$ cat config.mk
export PLATFORM = sky130hd
export DESIGN_NAME = rle24_base64_pixel_encoder_unit
export DESIGN_NICKNAME = d
export VERILOG_FILES = /design/src/hw/rtl/rle24b64_pkg.sv /design/src/hw/rtl/rle24b64_front.sv /design/src/hw/rtl/rle24b64_fifo.sv /design/src/hw/rtl/rle24b64_back.sv /design/src/hw/rtl/rle24_base64_pixel_encoder_unit.sv
export SDC_FILE = /design/constraint.sdc
export NUM_CORES = 1
export LEC_CHECK = 0
export ABC_CLOCK_PERIOD_IN_PS = 5800
export BUFFER_PORTS_ARGS = -buffer_cell sky130_fd_sc_hd__buf_2
export CORE_UTILIZATION = 35
export CTS_CLUSTER_DIAMETER = 150
export DETAILED_ROUTE_END_ITERATION = 10
export HOLD_SLACK_MARGIN = 0.1
export MAX_ROUTING_LAYER = met4
export PLACE_DENSITY_LB_ADDON = 0.15
export REMOVE_ABC_BUFFERS = 1
export SYNTH_ARGS = -nofsm -noshare
export SYNTH_HDL_FRONTEND = slang
export SYNTH_SLANG_ARGS = --single-unit
$ cat constraint.sdc
create_clock -name clk -period 5.8 [get_ports clk]
set_input_delay 0.58 -clock clk [delete_from_list [all_inputs] [get_ports clk]]
set_output_delay 0.58 -clock clk [all_outputs]
set_load 0.05 [all_outputs]
$ cat src/hw/rtl/rle24b64_pkg.sv
`timescale 1ns / 1ps
`default_nettype none

package rle24b64_pkg;

  localparam logic [7:0] RUN_MAX    = 8'd255;
  localparam logic [7:0] MIN_WRAP   = 8'd12;
  localparam logic [7:0] WRAP_RESET = 8'd76;
  localparam logic [7:0] NEWLINE    = 8'h0A;
  localparam logic [7:0] PAD_CHAR   = 8'h3D;

  // One queued job: one or two 4-byte records {count, red, green, blue}.
  typedef struct packed {
    logic        two;   // rec1 follows rec0
    logic        last;  // item closes the frame
    logic [31:0] rec0;
    logic [31:0] rec1;
  } entry_t;

  typedef struct packed {
    logic   valid;
    entry_t data;
  } qslot_t;

  // Base64 alphabet.
  function automatic logic [7:0] b64_sym(input logic [5:0] v);
    priority if (v < 6'd26) begin
      return 8'h41 + {2'b00, v};
    end else if (v < 6'd52) begin
      return 8'h61 + {2'b00, v} - 8'd26;
    end else if (v < 6'd62) begin
      return 8'h30 + {2'b00, v} - 8'd52;
    end else if (v == 6'd62) begin
      return 8'h2B;
    end else begin
      return 8'h2F;
    end
  endfunction

endpackage

`default_nettype wire

$ cat src/hw/rtl/rle24b64_front.sv
`timescale 1ns / 1ps
`default_nettype none

module rle24b64_front (
  input  wire logic                 clk,
  input  wire logic                 rst,
  input  wire logic [31:0]          pixel_value,
  input  wire logic                 frame_last,
  input  wire logic                 in_valid,
  output logic                      in_stall,
  input  wire logic                 q_full,
  output rle24b64_pkg::qslot_t      push
);

  logic [23:0] run_pixel, run_pixel_next;
  logic [7:0]  run_length, run_length_next;
  logic        run_open, run_open_next;

  logic [23:0] px;
  logic        accept;
  logic        has_a;
  logic [23:0] pix_cont;
  logic [7:0]  len_cont;

  assign in_stall = q_full;

  always_comb begin
    px       = pixel_value[23:0];
    accept   = in_valid && !q_full;
    has_a    = 1'b0;
    pix_cont = run_pixel;
    len_cont = run_length;

    priority if (!run_open) begin
      pix_cont = px;
      len_cont = 8'd1;
    end else if (px == run_pixel && run_length < rle24b64_pkg::RUN_MAX) begin
      len_cont = run_length + 8'd1;
    end else begin
      // run closes: emit it and start a new one
      has_a    = 1'b1;
      pix_cont = px;
      len_cont = 8'd1;
    end

    push.valid     = accept && (has_a || frame_last);
    push.data.two  = has_a && frame_last;
    push.data.last = frame_last;
    push.data.rec0 = has_a ? {run_length, run_pixel} : {len_cont, pix_cont};
    push.data.rec1 = {len_cont, pix_cont};

    if (frame_last) begin
      run_pixel_next  = '0;
      run_length_next = '0;
      run_open_next   = 1'b0;
    end else begin
      run_pixel_next  = pix_cont;
      run_length_next = len_cont;
      run_open_next   = 1'b1;
    end
  end

  always_ff @(posedge clk) begin
    if (rst) begin
      run_pixel  <= '0;
      run_length <= '0;
      run_open   <= 1'b0;
    end else if (accept) begin
      run_pixel  <= run_pixel_next;
      run_length <= run_length_next;
      run_open   <= run_open_next;
    end
  end

endmodule

`default_nettype wire

$ cat src/hw/rtl/rle24b64_fifo.sv
`timescale 1ns / 1ps
`default_nettype none

module rle24b64_fifo #(
  parameter int DEPTH = 4
) (
  input  wire logic                 clk,
  input  wire logic                 rst,
  input  wire rle24b64_pkg::qslot_t push,
  output logic                      full,
  input  wire logic                 pop,
  output rle24b64_pkg::qslot_t      head
);

  localparam int PW = (DEPTH > 1) ? $clog2(DEPTH) : 1;
  localparam int CW = $clog2(DEPTH + 1);
  localparam logic [PW-1:0] PTR_LAST = PW'(DEPTH - 1);
  localparam logic [CW-1:0] CNT_FULL = CW'(DEPTH);

  rle24b64_pkg::entry_t slots [DEPTH];
  logic [PW-1:0] wr_ptr, rd_ptr;
  logic [CW-1:0] count;
  logic          do_push, do_pop;

  assign full      = (count == CNT_FULL);
  assign do_push   = push.valid && !full;
  assign do_pop    = pop && (count != '0);
  assign head.valid = (count != '0);
  assign head.data  = slots[rd_ptr];

  always_ff @(posedge clk) begin
    if (do_push) begin
      slots[wr_ptr] <= push.data;
    end
  end

  always_ff @(posedge clk) begin
    if (rst) begin
      wr_ptr <= '0;
      rd_ptr <= '0;
      count  <= '0;
    end else begin
      if (do_push) begin
        wr_ptr <= (wr_ptr == PTR_LAST) ? '0 : wr_ptr + 1'b1;
      end
      if (do_pop) begin
        rd_ptr <= (rd_ptr == PTR_LAST) ? '0 : rd_ptr + 1'b1;
      end
      unique case ({do_push, do_pop})
        2'b10:   count <= count + 1'b1;
        2'b01:   count <= count - 1'b1;
        default: count <= count;
      endcase
    end
  end

endmodule

`default_nettype wire

$ cat src/hw/rtl/rle24b64_back.sv
`timescale 1ns / 1ps
`default_nettype none

module rle24b64_back (
  input  wire logic                 clk,
  input  wire logic                 rst,
  input  wire logic [7:0]           wrap_column,
  input  wire rle24b64_pkg::qslot_t head,
  output logic                      pop,
  output logic [7:0]                out_char,
  output logic                      item_done,
  output logic                      frame_done,
  output logic                      out_valid,
  input  wire logic                 out_stall
);

  typedef enum logic [1:0] {ST_PACK, ST_CHAR, ST_NL, ST_PAD} state_t;

  state_t      state, state_next;
  logic [1:0]  k, k_next;
  logic [23:0] grp, grp_next;
  logic [3:0]  bi, bi_next;
  logic [1:0]  pcnt, pcnt_next;
  logic [7:0]  p0, p0_next, p1, p1_next;
  logic [7:0]  col, col_next;
  logic [7:0]  out_char_next;
  logic        item_done_next, frame_done_next, out_valid_next;

  logic [7:0]  byte_at [8];
  logic [2:0]  i0, i1, i2;
  logic [7:0]  b0, b1, b2;
  logic [23:0] tri_word;
  logic [3:0]  tri_bi;
  logic [3:0]  nb, rem;
  logic [7:0]  lim;
  logic [8:0]  col_sum;
  logic        adv, gend;

  always_comb begin
    byte_at[0] = head.data.rec0[31:24];
    byte_at[1] = head.data.rec0[23:16];
    byte_at[2] = head.data.rec0[15:8];
    byte_at[3] = head.data.rec0[7:0];
    byte_at[4] = head.data.rec1[31:24];
    byte_at[5] = head.data.rec1[23:16];
    byte_at[6] = head.data.rec1[15:8];
    byte_at[7] = head.data.rec1[7:0];
  end

  assign i0 = bi[2:0];
  assign i1 = bi[2:0] + 3'd1;
  assign i2 = bi[2:0] + 3'd2;
  assign b0 = byte_at[i0];
  assign b1 = byte_at[i1];
  assign b2 = byte_at[i2];

  assign nb      = head.data.two ? 4'd8 : 4'd4;
  assign rem     = nb - bi;
  assign lim     = (wrap_column < rle24b64_pkg::MIN_WRAP) ? rle24b64_pkg::MIN_WRAP
                                                          : wrap_column;
  assign col_sum = {1'b0, col} + 9'd4;
  assign adv     = !out_valid || !out_stall;

  // Complete a triple from the pending bytes plus the next entry bytes.
  always_comb begin
    unique case (pcnt)
      2'd1: begin
        tri_word = {p0, b0, b1};
        tri_bi   = bi + 4'd2;
      end
      2'd2: begin
        tri_word = {p0, p1, b0};
        tri_bi   = bi + 4'd1;
      end
      default: begin
        tri_word = {b0, b1, b2};
        tri_bi   = bi + 4'd3;
      end
    endcase
  end

  always_comb begin
    state_next      = state;
    k_next          = k;
    grp_next        = grp;
    bi_next         = bi;
    pcnt_next       = pcnt;
    p0_next         = p0;
    p1_next         = p1;
    col_next        = col;
    out_char_next   = out_char;
    item_done_next  = item_done;
    frame_done_next = frame_done;
    out_valid_next  = out_valid;
    pop             = 1'b0;
    gend            = 1'b0;

    if (adv) begin
      out_valid_next  = 1'b1;
      item_done_next  = 1'b0;
      frame_done_next = 1'b0;

      unique case (state)
        ST_PACK: begin
          out_valid_next = head.valid;
          out_char_next  = rle24b64_pkg::b64_sym(tri_word[23:18]);
          if (head.valid) begin
            grp_next   = tri_word;
            bi_next    = tri_bi;
            pcnt_next  = 2'd0;
            k_next     = 2'd1;
            state_next = ST_CHAR;
          end
        end
        ST_CHAR: begin
          unique case (k)
            2'd1: begin
              out_char_next = rle24b64_pkg::b64_sym(grp[17:12]);
              k_next        = 2'd2;
            end
            2'd2: begin
              out_char_next = rle24b64_pkg::b64_sym(grp[11:6]);
              k_next        = 2'd3;
            end
            default: begin
              out_char_next = rle24b64_pkg::b64_sym(grp[5:0]);
              if (col_sum >= {1'b0, lim}) begin
                col_next   = '0;
                state_next = ST_NL;
              end else begin
                col_next = col_sum[7:0];
                gend     = 1'b1;
              end
            end
          endcase
        end
        ST_NL: begin
          out_char_next = rle24b64_pkg::NEWLINE;
          gend          = 1'b1;
        end
        ST_PAD: begin
          unique case (k)
            2'd0: begin
              out_char_next = rle24b64_pkg::b64_sym(p0[7:2]);
              k_next        = 2'd1;
            end
            2'd1: begin
              out_char_next = rle24b64_pkg::b64_sym(
                                {p0[1:0], (pcnt == 2'd2) ? p1[7:4] : 4'h0});
              k_next        = 2'd2;
            end
            2'd2: begin
              out_char_next = (pcnt == 2'd2) ? rle24b64_pkg::b64_sym({p1[3:0], 2'b00})
                                             : rle24b64_pkg::PAD_CHAR;
              k_next        = 2'd3;
            end
            default: begin
              // last character of the frame; state returns to reset
              out_char_next   = rle24b64_pkg::PAD_CHAR;
              item_done_next  = 1'b1;
              frame_done_next = 1'b1;
              pop             = 1'b1;
              pcnt_next       = 2'd0;
              col_next        = '0;
              bi_next         = '0;
              k_next          = 2'd0;
              state_next      = ST_PACK;
            end
          endcase
        end
        default: state_next = ST_PACK;
      endcase

      // After a full group (and its newline, if any).
      if (gend) begin
        priority if (rem >= 4'd3) begin
          state_next = ST_PACK;
        end else if (head.data.last && rem != 4'd0) begin
          p0_next    = b0;
          p1_next    = b1;
          pcnt_next  = rem[1:0];
          k_next     = 2'd0;
          state_next = ST_PAD;
        end else begin
          item_done_next  = 1'b1;
          frame_done_next = head.data.last;
          pop             = 1'b1;
          bi_next         = '0;
          state_next      = ST_PACK;
          if (head.data.last) begin
            pcnt_next = 2'd0;
            col_next  = '0;
          end else begin
            p0_next   = b0;
            p1_next   = b1;
            pcnt_next = rem[1:0];
          end
        end
      end
    end
  end

  always_ff @(posedge clk) begin
    if (rst) begin
      state      <= ST_PACK;
      k          <= 2'd0;
      bi         <= '0;
      pcnt       <= 2'd0;
      col        <= '0;
      out_valid  <= 1'b0;
      item_done  <= 1'b0;
      frame_done <= 1'b0;
    end else begin
      state      <= state_next;
      k          <= k_next;
      bi         <= bi_next;
      pcnt       <= pcnt_next;
      col        <= col_next;
      out_valid  <= out_valid_next;
      item_done  <= item_done_next;
      frame_done <= frame_done_next;
    end
    grp      <= grp_next;
    p0       <= p0_next;
    p1       <= p1_next;
    out_char <= out_char_next;
  end

endmodule

`default_nettype wire

$ cat src/hw/rtl/rle24_base64_pixel_encoder_unit.sv
// Run-length pixel encoder with base64 text output.
// Input channel: pixel_value (low 24 bits used) and frame_last, with in_valid /
//   in_stall. Output channel: out_char, item_done, frame_done, with out_valid /
//   out_stall. Both move an item at a clock edge with valid high, stall low.
// cfg_wr_en / cfg_wr_data write wrap_column (reset 76); write only while idle.
// An item that only extends or starts a run yields no characters. Every other
// item is queued as one or two 4-byte records and turned into characters at one
// character per cycle, while out_stall is low, by the back end; the first
// character of an item is registered on the edge after it reaches the queue
// head, when the output is not stalled (an empty queue puts an accepted item at
// its head straight away). An item that closes one run yields 4 or 8
// characters, depending on how many bytes wait for a full triple (5.33 on
// average), plus any newline; the last item of a frame yields up to 17. The
// output character rate sets the sustained rate; the queue of QUEUE_DEPTH
// items lets the input side keep accepting pixels while characters drain.
// A stalled output holds its character; the back end waits, the queue fills
// and then in_stall rises. Synchronous rst clears runs, the queue, the column
// and sets wrap_column to 76; the column and pending bytes clear after the last
// character of a frame, and the runs when its frame_last item is accepted.
`timescale 1ns / 1ps
`default_nettype none

module rle24_base64_pixel_encoder_unit #(
  parameter int QUEUE_DEPTH = 4
) (
  input  wire logic        clk,
  input  wire logic        rst,
  input  wire logic        cfg_wr_en,
  input  wire logic [7:0]  cfg_wr_data,
  input  wire logic [31:0] pixel_value,
  input  wire logic        frame_last,
  input  wire logic        in_valid,
  output logic             in_stall,
  output logic [7:0]       out_char,
  output logic             item_done,
  output logic             frame_done,
  output logic             out_valid,
  input  wire logic        out_stall
);

  logic [7:0]           wrap_column;
  rle24b64_pkg::qslot_t q_push;
  rle24b64_pkg::qslot_t q_head;
  logic                 q_full;
  logic                 q_pop;

  always_ff @(posedge clk) begin
    if (rst) begin
      wrap_column <= rle24b64_pkg::WRAP_RESET;
    end else if (cfg_wr_en) begin
      wrap_column <= cfg_wr_data;
    end
  end

  rle24b64_front u_front (
    .clk         (clk),
    .rst         (rst),
    .pixel_value (pixel_value),
    .frame_last  (frame_last),
    .in_valid    (in_valid),
    .in_stall    (in_stall),
    .q_full      (q_full),
    .push        (q_push)
  );

  rle24b64_fifo #(
    .DEPTH (QUEUE_DEPTH)
  ) u_fifo (
    .clk  (clk),
    .rst  (rst),
    .push (q_push),
    .full (q_full),
    .pop  (q_pop),
    .head (q_head)
  );

  rle24b64_back u_back (
    .clk         (clk),
    .rst         (rst),
    .wrap_column (wrap_column),
    .head        (q_head),
    .pop         (q_pop),
    .out_char    (out_char),
    .item_done   (item_done),
    .frame_done  (frame_done),
    .out_valid   (out_valid),
    .out_stall   (out_stall)
  );

endmodule

`default_nettype wire

# [Word level (Yosys, flattened, before mapping)]
# Memories as Yosys holds them, arrays and structs flattened. A register that Yosys moved wholly into a read port is not among the register bits.
# Index checks and enable logic that the tools add are counted.
[totals] reg_bits=111 mem_bits_rw=264 inputBits=46 output_inout_bits=12 word_cells=262 memories=1
[classes] add_sub_neg=47 order_cmp=28 eq_ne=24 mux=116 bitwise_logic=4 n_reduce_logical=23
[mem_list] memory="u_fifo.slots" words=4 width=66 read_ports=1 rd_clocked_by_memory_dff=1 write_ports=1 line_no="rle24b64_fifo.sv:20" rtl="rle24b64_pkg::entry_t slots [DEPTH];"
[ops] operator="two-way mux 8 bit" n=43
[ops] operator="adder 7 x 6 -> 8 bit (first input constant)" n=14
[ops] operator="less-than comparator 6 bit (second input constant)" n=14
[ops] operator="binary-select mux 8 bit (select 3 bit)" n=3
[ops] operator="two-way mux 24 bit" n=3
[ops] operator="subtractor 8 x 5 -> 8 bit (second input constant)" n=7
[ops] operator="subtractor 8 x 6 -> 8 bit (second input constant)" n=7
[ops] operator="adder 6 x 6 -> 7 bit (first input constant)" n=7
[ops] operator="case mux 24 bit (2 select lines)" n=1
[ops] operator="less-than comparator 6 x 5 -> 1 bit (second input constant)" n=7
[ops] operator="two-way mux 2 bit" n=21
[ops] operator="equality test 6 bit (second input constant)" n=6
[ops] operator="two-way mux 32 bit" n=1
[ops] operator="case mux 8 bit (2 select lines)" n=2
[ops] operator="case mux 8 bit (4 select lines)" n=1
[ops] operator="two-way mux 4 bit" n=7
[ops] operator="equality test 24 bit" n=1
[ops] operator="case mux 8 bit (3 select lines)" n=1
[ops] operator="two-way mux 1 bit" n=18
[ops] operator="two-way mux 3 bit" n=6
[ops] operator="case mux 2 bit (3 select lines)" n=3
[ops] operator="case mux 4 bit (2 select lines)" n=2
[ops] operator="equality test 2 bit (second input constant)" n=7
[ops] operator=">= comparator 4 bit (second input constant)" n=3
[ops] operator="other kinds (35)" n=57

# [Depth between registers and ports, before layout]
# Gate-level depths: netlist (run 1).
[logic_depth] word_depth=12 ltp_mapped=19

# [By module]
# A second synthesis (run 1) with hierarchy kept.
[unflattened] hier_cells=1622 hier_area_um2=20365.8
[by_module_without_submodules] module="rle24b64_fifo" n_inst=1 cells_per_inst=398 area_per_inst_um2=10012.1
[by_module_without_submodules] module="rle24b64_back" n_inst=1 cells_per_inst=877 area_per_inst_um2=7602.3
[by_module_without_submodules] module="rle24b64_front" n_inst=1 cells_per_inst=321 area_per_inst_um2=2454.9
[by_module_without_submodules] module="rle24_base64_pixel_encoder_unit" n_inst=1 cells_per_inst=26 area_per_inst_um2=296.5

# [Worst setup path after synthesis (run 1)]
# OpenSTA, ideal clock, no wires.
[synth_path] kind="reg2reg" start="reg with a tool-made name" end="reg u_fifo.count[2]" t_arrival_ps=4368 required_ps=5730 setup_slack_ps=1361 path_stages_with_launch=20 n_path_buf=4 cell_sequence="dfxtp_1 > buf_6 > buf_8 > buf_6 > buf_2 > mux4_2 > inv_1 > ha_1 > a31oi_1 > xnor2_1 > xnor2_1 > nor2_1 > o2111ai_1 > a211oi_1 > ha_1 > inv_1 > fa_1 > xor2_1 > or3_1 > a21oi_1"
[synth_lines] item="end signal, assigned" line_no="rle24b64_fifo.sv:50" rtl="2'b10: count <= count + 1'b1;"
[synth_lines] item="end signal, assigned" line_no="rle24b64_fifo.sv:51" rtl="2'b01: count <= count - 1'b1;"
[synth_lines] item="end signal, assigned" line_no="rle24b64_fifo.sv:52" rtl="default: count <= count;"
[synth_lines] item="end, declared" line_no="rle24b64_fifo.sv:22" rtl="logic [CW-1:0] count;"

# [Worst setup path in the final report (run 1)]
[layout_path] start="reg u_back.col[2]" end="reg u_fifo.count[2]"
[layout_between] elab_chain_len=11
[layout_lines] item="start, declared" line_no="rle24b64_back.sv:25" rtl="logic [7:0] col, col_next;"
[layout_lines] item="start signal, assigned" line_no="rle24b64_back.sv:218" rtl="col <= col_next;"
[layout_lines] item="adder 8 x 3 -> 9 bit (*)" line_no="rle24b64_back.sv:61" rtl="assign col_sum = {1'b0, col} + 9'd4;"
[layout_lines] item=">= comparator 9 x 8 -> 1 bit (*)" line_no="rle24b64_back.sv:127" rtl="if (col_sum >= {1'b0, lim}) begin"
[layout_lines] item="two-way mux 1 bit (*)" line_no="rle24b64_back.sv:127"
[layout_lines] item="two-way mux 1 bit (*)" line_no="rle24b64_back.sv:116" rtl="unique case (k)"
[layout_lines] item="case mux 1 bit (2 select lines) (*)" line_no="rle24b64_back.sv:103" rtl="unique case (state)"
[layout_lines] item="two-way mux 1 bit (*)" line_no="rle24b64_back.sv:98" rtl="if (adv) begin"
[layout_lines] item="two-way mux 1 bit (*)" line_no="rle24b64_back.sv:175" rtl="if (gend) begin"
[layout_lines] item="two-way mux 1 bit (*)" line_no="rle24b64_back.sv:98"
[layout_lines] item="logical AND 1 bit (*)" line_no="rle24b64_fifo.sv:27" rtl="assign do_pop = pop && (count != '0);"
[layout_lines] item="equality test 2 x 1 -> 1 bit / equality test 2 bit (equally long branches)" line_no="rle24b64_fifo.sv:49" rtl="unique case ({do_push, do_pop})"
[layout_lines] item="case mux 3 bit (2 select lines) / nonzero test 2 bit (equally long branches)"
# Every way passes the cells marked *; elsewhere a longest branch is shown, timed or not. The select of a mux whose other input is x is not followed.
# A chain may end at the register's enable or synchronous reset.

==> results of run 1 <==
-- Yosys cell counts, types with 16 or more instances --
cell type  instances  area (sq um)
a21o_1            24           180
a21oi_1          117           586
clkbuf_1          86           323
dfxtp_1           71          1420
edfxtp_1         306          9190
ha_1              98          1230
inv_1             73           274
mux2_2            51           574
mux2i_1           16           160
mux4_2            96          2160
nand2_1          113           424
nand2b_1          21           131
nand3_1           40           200
nor2_1            83           312
nor3_1            32           160
nor3b_1           28           210
o211ai_1          20           150
o21ai_0           74           370
xnor2_1           33           289
xor2_1            37           324
-- cells in the final DEF, fill, tap and decap left out, types with 15 or more instances in the layout --
cell type	count
mux2i_1	16
a22oi_1	15
buf_4	25
mux4_2	96
a21o_1	24
buf_2	49
mux2_2	51
nand2_1	113
inv_1	73
xor2_1	37
a21oi_1	117
xnor2_1	33
nor2_1	83
o211ai_1	20
clkbuf_16	45
nand3_1	40
edfxtp_1	306
dfxtp_1	68
ha_1	98
nor3_1	31
a31oi_1	15
nor3b_1	28
o21ai_0	74
nand2b_1	20
-- per-layer routing --
| metal | global-route usage, % | share of wire [%] |
|---|---|---|
| met1 | 23.5 | 45 |
| met2 | 30.5 | 49 |
| met3 | 2.22 | 3.2 |
| met4 | 5.06 | 2.1 |
| met5 | - | 0 |
-- kinds of logic (layout without fill, tap and decap cells) --
logic type | after synthesis | in the layout | synth area share [%]
flip-flops | 377 | 377 | 51.6
buffers and inverters | 191 | 237 | 3.79
adder cells (fa/ha/maj) | 100 | 100 | 6.16
AO/OA/AOI/OAI | 366 | 366 | 11.7
multiplexers | 167 | 167 | 14.6
XOR/XNOR | 70 | 70 | 2.98
AND/OR/NAND/NOR | 386 | 386 | 9.17
-- state kept, by name, summed over array words and instances, names as in the netlist, 3 cells and up, named ones only --
register / count
u_back.bi: 4
u_back.col: 8
u_back.grp: 18
u_back.out_char: 8
u_back.p0: 8
u_back.p1: 8
u_fifo.count: 3
u_fifo.slots: 264
u_front.run_length: 8
u_front.run_pixel: 24
wrap_column: 8
-- path summary, 6_finish.rpt --
| path | from | to | slack (ns) | cells past startpoint |
|---|---|---|---|---|
| hold / removal | cfg_wr_data[2] | wrap_column[2] | 0.22 | 3 |
| setup reg to reg | u_back.col[2] | u_fifo.count[2] | 1.28 | 17 |
| setup / recovery | u_back.col[2] | u_fifo.count[2] | 1.28 | 17 |
| hold reg to reg | u_back.col[0] | u_back.col[0] | 0.46 | 2 |
-- area by class of cell --
class                           instances  area [sq um]
Clock inverter                         28           263
Tap cell                              765           957
Clock buffer                           54          1180
Fill cell                            5513         34900
Multi-Input combinational cell       1089          9190
Inverter                               78           295
Sequential cell                       377         10600
Timing Repair Buffer                   77           493
-- worst min-delay path: cells and delay by family --
family | cells | cell delay, ns
buf+inv | 1 | 0.07
mux | 1 | 0.06
simple gates | 1 | 0.06
-- power by group --
part | internal [W] | switching [W]
logic | 0.000880 | 0.00146
clock network | 0.00163 | 0.00115
registers | 0.00313 | 0.000121
total | 0.00565 | 0.00273
-- through the flow --
stage                     TNS [ns]  utilization [%]
after floorplan              -9.33                -
after global placement           0             37.2
after detailed placement         0             37.2
after CTS                        0             39.7
after global routing             0             39.7
final                            0             39.7
==> flow_summary_export.csv, run 1 <==
group,metric,value,unit
clocking,clk-insertion-delay-late,0.59,ns
power,total_leakage_power,8.17,nW
clocking,cts_sink_cnt,377,
drt,drt_iter0_markers,917,
clocking,maximum_buffer_depth_of_the_clock_tree,3,
placed_design,gp_routability_congestion,0.860,
sta,timing.hold.ws,0.223,ns
synth,yosysSeqAreaShare,51.6,%
sta,worst_slack,1.28,ns
clocking,tritoncts,"built",
global_route,vias_in_the_first_global_route,13300,
floorplan,dieArea,59700,sq um
global_route,globalRoute.totalOverflow,0,
floorplan,num_io_pins,58,
critical_path,timing.critical_path.required,6.30,ns
sta,finalSetupViolations,0,
critical_path,crit_path_max_incr_delay,0.61,ns
critical_path,crit_path_start_kind,"flip-flop",
sta,min_period,4.52,ns
drt,vias,13300,
min_path,hp-class,"in -> reg",
synth,async_set_or_reset_register_ratio_after_synthesis,0,%
drt,post_detailed_routing_wire_length,52700,um
drt,drc_errors,0,
run_status,outcome,"finished, final reports clean",
final_layout,drive_above_1_share,18.9,%
sta,timing.clock.skew,0.0201,ns
final_layout,final_net_count,1814,
placed_design,place_hpwl,34900,um
sta,worst_pin_slew,1.07,ns
global_route,grt_first_pass_wirelength,81300,um
sta,report.final.hold_viol_count,0,
clocking,cts_root_buffer,"clkbuf_16",
final_layout,diodes,0,
floorplan,start_util,35.5,%
synth,number_of_distinct_library_cells_after_synthesis,77,
synth,yosysWarnings,0,
critical_path,critical-path-top-delay-family,"compound AO/OA/AOI/OAI gates",
synth,mappedNetlistArea,20600,sq um
run,maxcap_viol_count,0,
clocking,cts-htree-levels,2,
critical_path,worst-path-buf-inv,1,
critical_path,critPathSlowestCell,"a211oi_1",
critical_path,worstPathCellList,"nand3_1, or2_2, nand2_1, ha_1, a21o_1, a21oi_1, nor2b_1, a311oi_1, o2111a_1, o2111ai_1, a211oi_1, ha_1, inv_1, fa_1, xor2_1, or3_1, a21oi_1",
synth,postSynthRegisterBits,377,
power,power.total,0.00838,W
drt,number_of_nets_still_failing_antenna_checks_after_routing,0,
clocking,numCtsBuffers,45,
clocking,post_cts.resized_instances,0,
floorplan,fp.dieW,244,um
drt,vias_per_cell,5.41,
critical_path,crit_fanout,7,
placed_design,setup_slack_at_placement,1.21,ns
critical_path,crit_type,"reg -> reg",
global_route,grtUsageTotal,18.3,%
sta,worst_slew_margin_rel,28.0,%
critical_path,crit_path_end_kind,"flip-flop",
global_route,antenna_found_initial,0,
power,power.ir.vdd_worst,0.000226,V
final_layout,layout.cell_area.non_filler,23000,sq um
sta,timing.final.crit_share,77.9,%
floorplan,standard_cell_row_count,88,
clocking,cts.hold.buffers_added,0,
global_route,grt_start_max_net_pins,60,
synth,synthCells,1657,
drt,drt-pass1-iter-count,5,
final_layout,area_growth,11.9,%
sta,rsz_0062_raised_after_global_routing,"false",
placed_design,placedInstanceArea,21600,sq um
sta,timing_max_transition_violations_final,0,
synth,avgSynthCellArea,12.4,sq um
clocking,worst_setup_hold_path_clk_slew,0.05,ns
power,power_density,364,nW/um^2
clocking,cts.repair_timing.setup_buffer_count,0,
final_layout,final-instance-count-excl-fill,2468,
synth,synth_ff_type,"edfxtp_1",
placed_design,place_inst,2386,
synth,count_of_flip_flops_with_a_built_in_enable_after_synthesis,306,
floorplan,die_h,244,um
placed_design,io_buffers,49,
sta,fmax,0.221,GHz
drt,per_cell_routed_wire_length,21.4,um
floorplan,core,57900,sq um
critical_path,cp_data_arrival_time,5.02,ns
Note: power is estimated with default switching activity, not from simulation.
==> run 2: changes to the inputs <==
- ABC_AREA: not set -> 1
- ABC_CLOCK_PERIOD_IN_PS: 5800 -> 4500
- clock period: 5.8 -> 4.5 ns (I/O delays scaled with it)
==> run 2 against run 1 <==
Net effect: area after synthesis rose by 4.9%; hold slack got worse by 0.097 ns; global-route usage rose by 2.4 points; final cell count rose by 37%; wire length rose by 20%; sequential cell count did not move; sequential share of layout area fell by 2.1 points; critical path depth rose by 9; utilization rose by 0.096 points; via count rose by 30%; maximum frequency rose by 20%; largest power group is now combinational logic.
==> flow_summary_export.csv, run 2 <==
group,metric,value,unit
run_status,outcome,"finished, final reports clean",
clocking,cts.repair_timing.setup_buffer_count,0,
synth,yosys.area_share.simple,24.1,%
critical_path,cp_data_arrival_time,4.21,ns
min_path,hold-path-cell-count,1,
placed_design,gp_routability_congestion,0.875,
floorplan,num_io_pins,58,
clocking,worst_setup_hold_path_clk_slew,0.06,ns
sta,rsz_0062_raised_after_global_routing,"false",
critical_path,crit_path_start_kind,"flip-flop",
final_layout,final_core_util,39.8,%
clocking,tritoncts,"built",
drt,number_of_nets_still_failing_antenna_checks_after_routing,0,
floorplan,core,60600,sq um
global_route,vias_in_the_first_global_route,16400,
placed_design,place_hpwl,42300,um
synth,async_set_or_reset_register_ratio_after_synthesis,0,%
final_layout,leading_cell_type_in_the_layout_fill_and_taps_excluded,"nand2_1",
critical_path,crit_type,"reg -> reg",
critical_path,crit_path_start,"wrap_column[7]",
synth,yosysWarnings,0,
sta,setup-tns-final,0,ns
sta,worst_slew_margin_rel,40.9,%
sta,timing_max_transition_violations_final,0,
drt,vias,17400,
floorplan,standard_cell_row_count,90,
clocking,numCtsBuffers,45,
sta,timing.clock.skew,0.0250,ns
critical_path,timing.critical_path.required,4.96,ns
synth,synth_top_family_by_area,"simple AND/OR/NAND/NOR gates",
floorplan,dieArea,62600,sq um
synth,synthXorXnorAreaFrac,1.75,%
clocking,cts_root_buffer,"clkbuf_16",
synth,synthCells,2544,
synth,avgSynthCellArea,8.48,sq um
min_path,worstHoldEndpoint,"u_fifo.slots[1][15]",
synth,post-synth-top-area-cell,"edfxtp_1",
synth,yosysSeqAreaShare,49.2,%
synth,postSynthRegisterBits,377,
synth,synthDominantCellAreaShare,42.6,%
drt,drt_iter0_markers,1314,
critical_path,crit_fanout,8,
synth,synth_common_cells,"nand2_1, edfxtp_1, nand3_1, inv_1, a21oi_1",
placed_design,setup_slack_at_placement,0.718,ns
synth,post_synth_mux_area_share,0,%
min_path,hp-class,"in -> reg",
drt,post_detailed_routing_wire_length,63500,um
critical_path,timing.reg2reg.setup_slack,0.75,ns
clocking,maximum_buffer_depth_of_the_clock_tree,3,
power,power.ir.vdd_worst,0.000245,V
final_layout,drive_above_1_share,8.86,%
drt,drc_errors,0,
floorplan,start_util,35.6,%
synth,post_synth_fa_ha_maj_area_fraction,5.87,%
synth,yosys.cell_count.top_type,"nand2_1",
placed_design,io_buffers,49,
synth,synth_top_cells_by_area,"edfxtp_1, nand2_1, dfxtp_1",
sta,finalSetupViolations,0,
synth,synth_ff_type,"edfxtp_1",
min_path,hold_start,"pixel_value[15]",
synth,count_of_flip_flops_with_a_built_in_enable_after_synthesis,306,
global_route,grt_start_max_net_pins,77,
final_layout,registers.top_by_ff_count,"u_fifo.slots",
run,maxcap_viol_count,0,
sta,fmax,0.267,GHz
global_route,grtUsageTotal,20.7,%
final_layout,layout.cells.most_common_list,"nand2_1, edfxtp_1, nand3_1",
clocking,cts-htree-levels,2,
global_route,antenna_found_initial,0,
synth,synth_compound_gate_area_share,11.9,%
critical_path,r2r_start,"wrap_column[7]",
floorplan,die_h,250,um
sta,worst_pin_slew,0.886,ns
power,total_leakage_power,9.76,nW
final_layout,area_growth,11.8,%
final_layout,top_regs,"u_fifo.slots (264), u_front.run_pixel (24), u_back.grp (18)",
clocking,cts_sink_cnt,377,
critical_path,crit_path_end_kind,"flip-flop",
clocking,clk-insertion-delay-late,0.59,ns
final_layout,diodes,0,
global_route,globalRoute.totalOverflow,0,
final_layout,largest_register_ffs,264,
sta,report.final.hold_viol_count,0,
drt,per_cell_routed_wire_length,18.8,um
global_route,grt_first_pass_wirelength,97500,um
critical_path,timing.reg2reg.worst_path_depth,26,
drt,vias_per_cell,5.15,
sta,min_period,3.75,ns
final_layout,final_net_count,2705,
synth,mappedNetlistArea,21600,sq um
synth,number_of_distinct_library_cells_after_synthesis,57,
power,power_density,528,nW/um^2
sta,timing.final.crit_share,83.3,%
critical_path,crit-reg2reg-capture,"u_fifo.count[2]",
sta,worst_slack,0.750,ns
drt,drt-pass1-iter-count,6,
floorplan,fp.dieW,250,um
run 2: changes by cell type in the layout (fill, tap and decap cells not counted), moves of 22 or more:
cell	previous run	this run
o21ai_0	74	149
nand2_1	113	763
nor3b_1	28	0
nor2_1	83	105
nand3_1	40	268
mux4_2	96	0
xnor2_1	33	5
a21oi_1	117	165
mux2_2	51	0
inv_1	73	201
a21o_1	24	1
run 2: how the worst max path moves through the flow:
stage	to	slack, ns	depth (start not counted)
after global placement	u_fifo.count[2]	0.66	26
after detailed placement	u_fifo.count[2]	0.72	26
after global routing	u_fifo.count[2]	0.08	26
after floorplan	u_fifo.count[2]	-1.42	22
after CTS	u_fifo.count[2]	0.67	26
final	u_fifo.count[2]	0.75	26
run 2: kinds of logic after synthesis:
logic type	Yosys count
AND/OR/NAND/NOR	1225
AO/OA/AOI/OAI	449
flip-flops	377
buffers and inverters	350
adder cells (fa/ha/maj)	100
XOR/XNOR	43
run 2: per-stage QoR:
step	area, sq um	power (W)	std cells	hold WS [ns]
after floorplan	20800	0.00753	2409	0.421
after global placement	22500	0.00907	3283	0.436
after detailed placement	22500	0.00912	3283	0.443
after CTS	24100	0.0128	3378	0.104
after global routing	24100	0.0135	3378	0.118
final	24100	0.0127	3378	0.127
run 2: where the power goes:
group | internal, W | leakage (nW) | switching, W
Clock | 0.00215 | 0.719 | 0.00149
Combinational | 0.00142 | 5.56 | 0.00335
Sequential | 0.00414 | 3.48 | 0.000181
run 2: critical path: stages (launching register included):
cell and delay [ns]:
dfxtp_1 0.31, nor4_1 0.33, o21ai_1 0.19, nand2_1 0.09, inv_1 0.04, ha_1 0.28
nand2_1 0.06, a21oi_1 0.12, o21bai_1 0.07, nand2_1 0.06, nand3_1 0.06, nand2_1 0.06
nand2_1 0.04, nand2_1 0.10, o21ai_0 0.14, nand2_1 0.25, nand2_1 0.08, nand2_1 0.11
nand3_2 0.11, inv_1 0.09, ha_1 0.13, inv_1 0.07, fa_1 0.38, a21oi_1 0.15
o21ai_0 0.11, o21ai_0 0.16, a21oi_1 0.06
run 2: timing repair:
item	in CTS	in global routing
gates resized for setup	0	1
endpoints found under the setup margin	0	1
hold endpoints to repair	29	0
hold buffers	11	0
run 2: routing by layer:
layer  GRT usage, %  routed length, um
met1           26.6              28600
met2           34.0              30400
met3           2.63               2560
met4           6.66               1970
met5              -                  0
run 2: area by class of cell:
cell class / count / area (sq um)
multi-input combinational: 1817 / 9430
fill: 6053 / 36500
tap: 782 / 978
sequential: 377 / 10600
clock buffer: 59 / 1220
clock inverter: 25 / 263
inverter: 215 / 817
timing repair buffer: 103 / 791
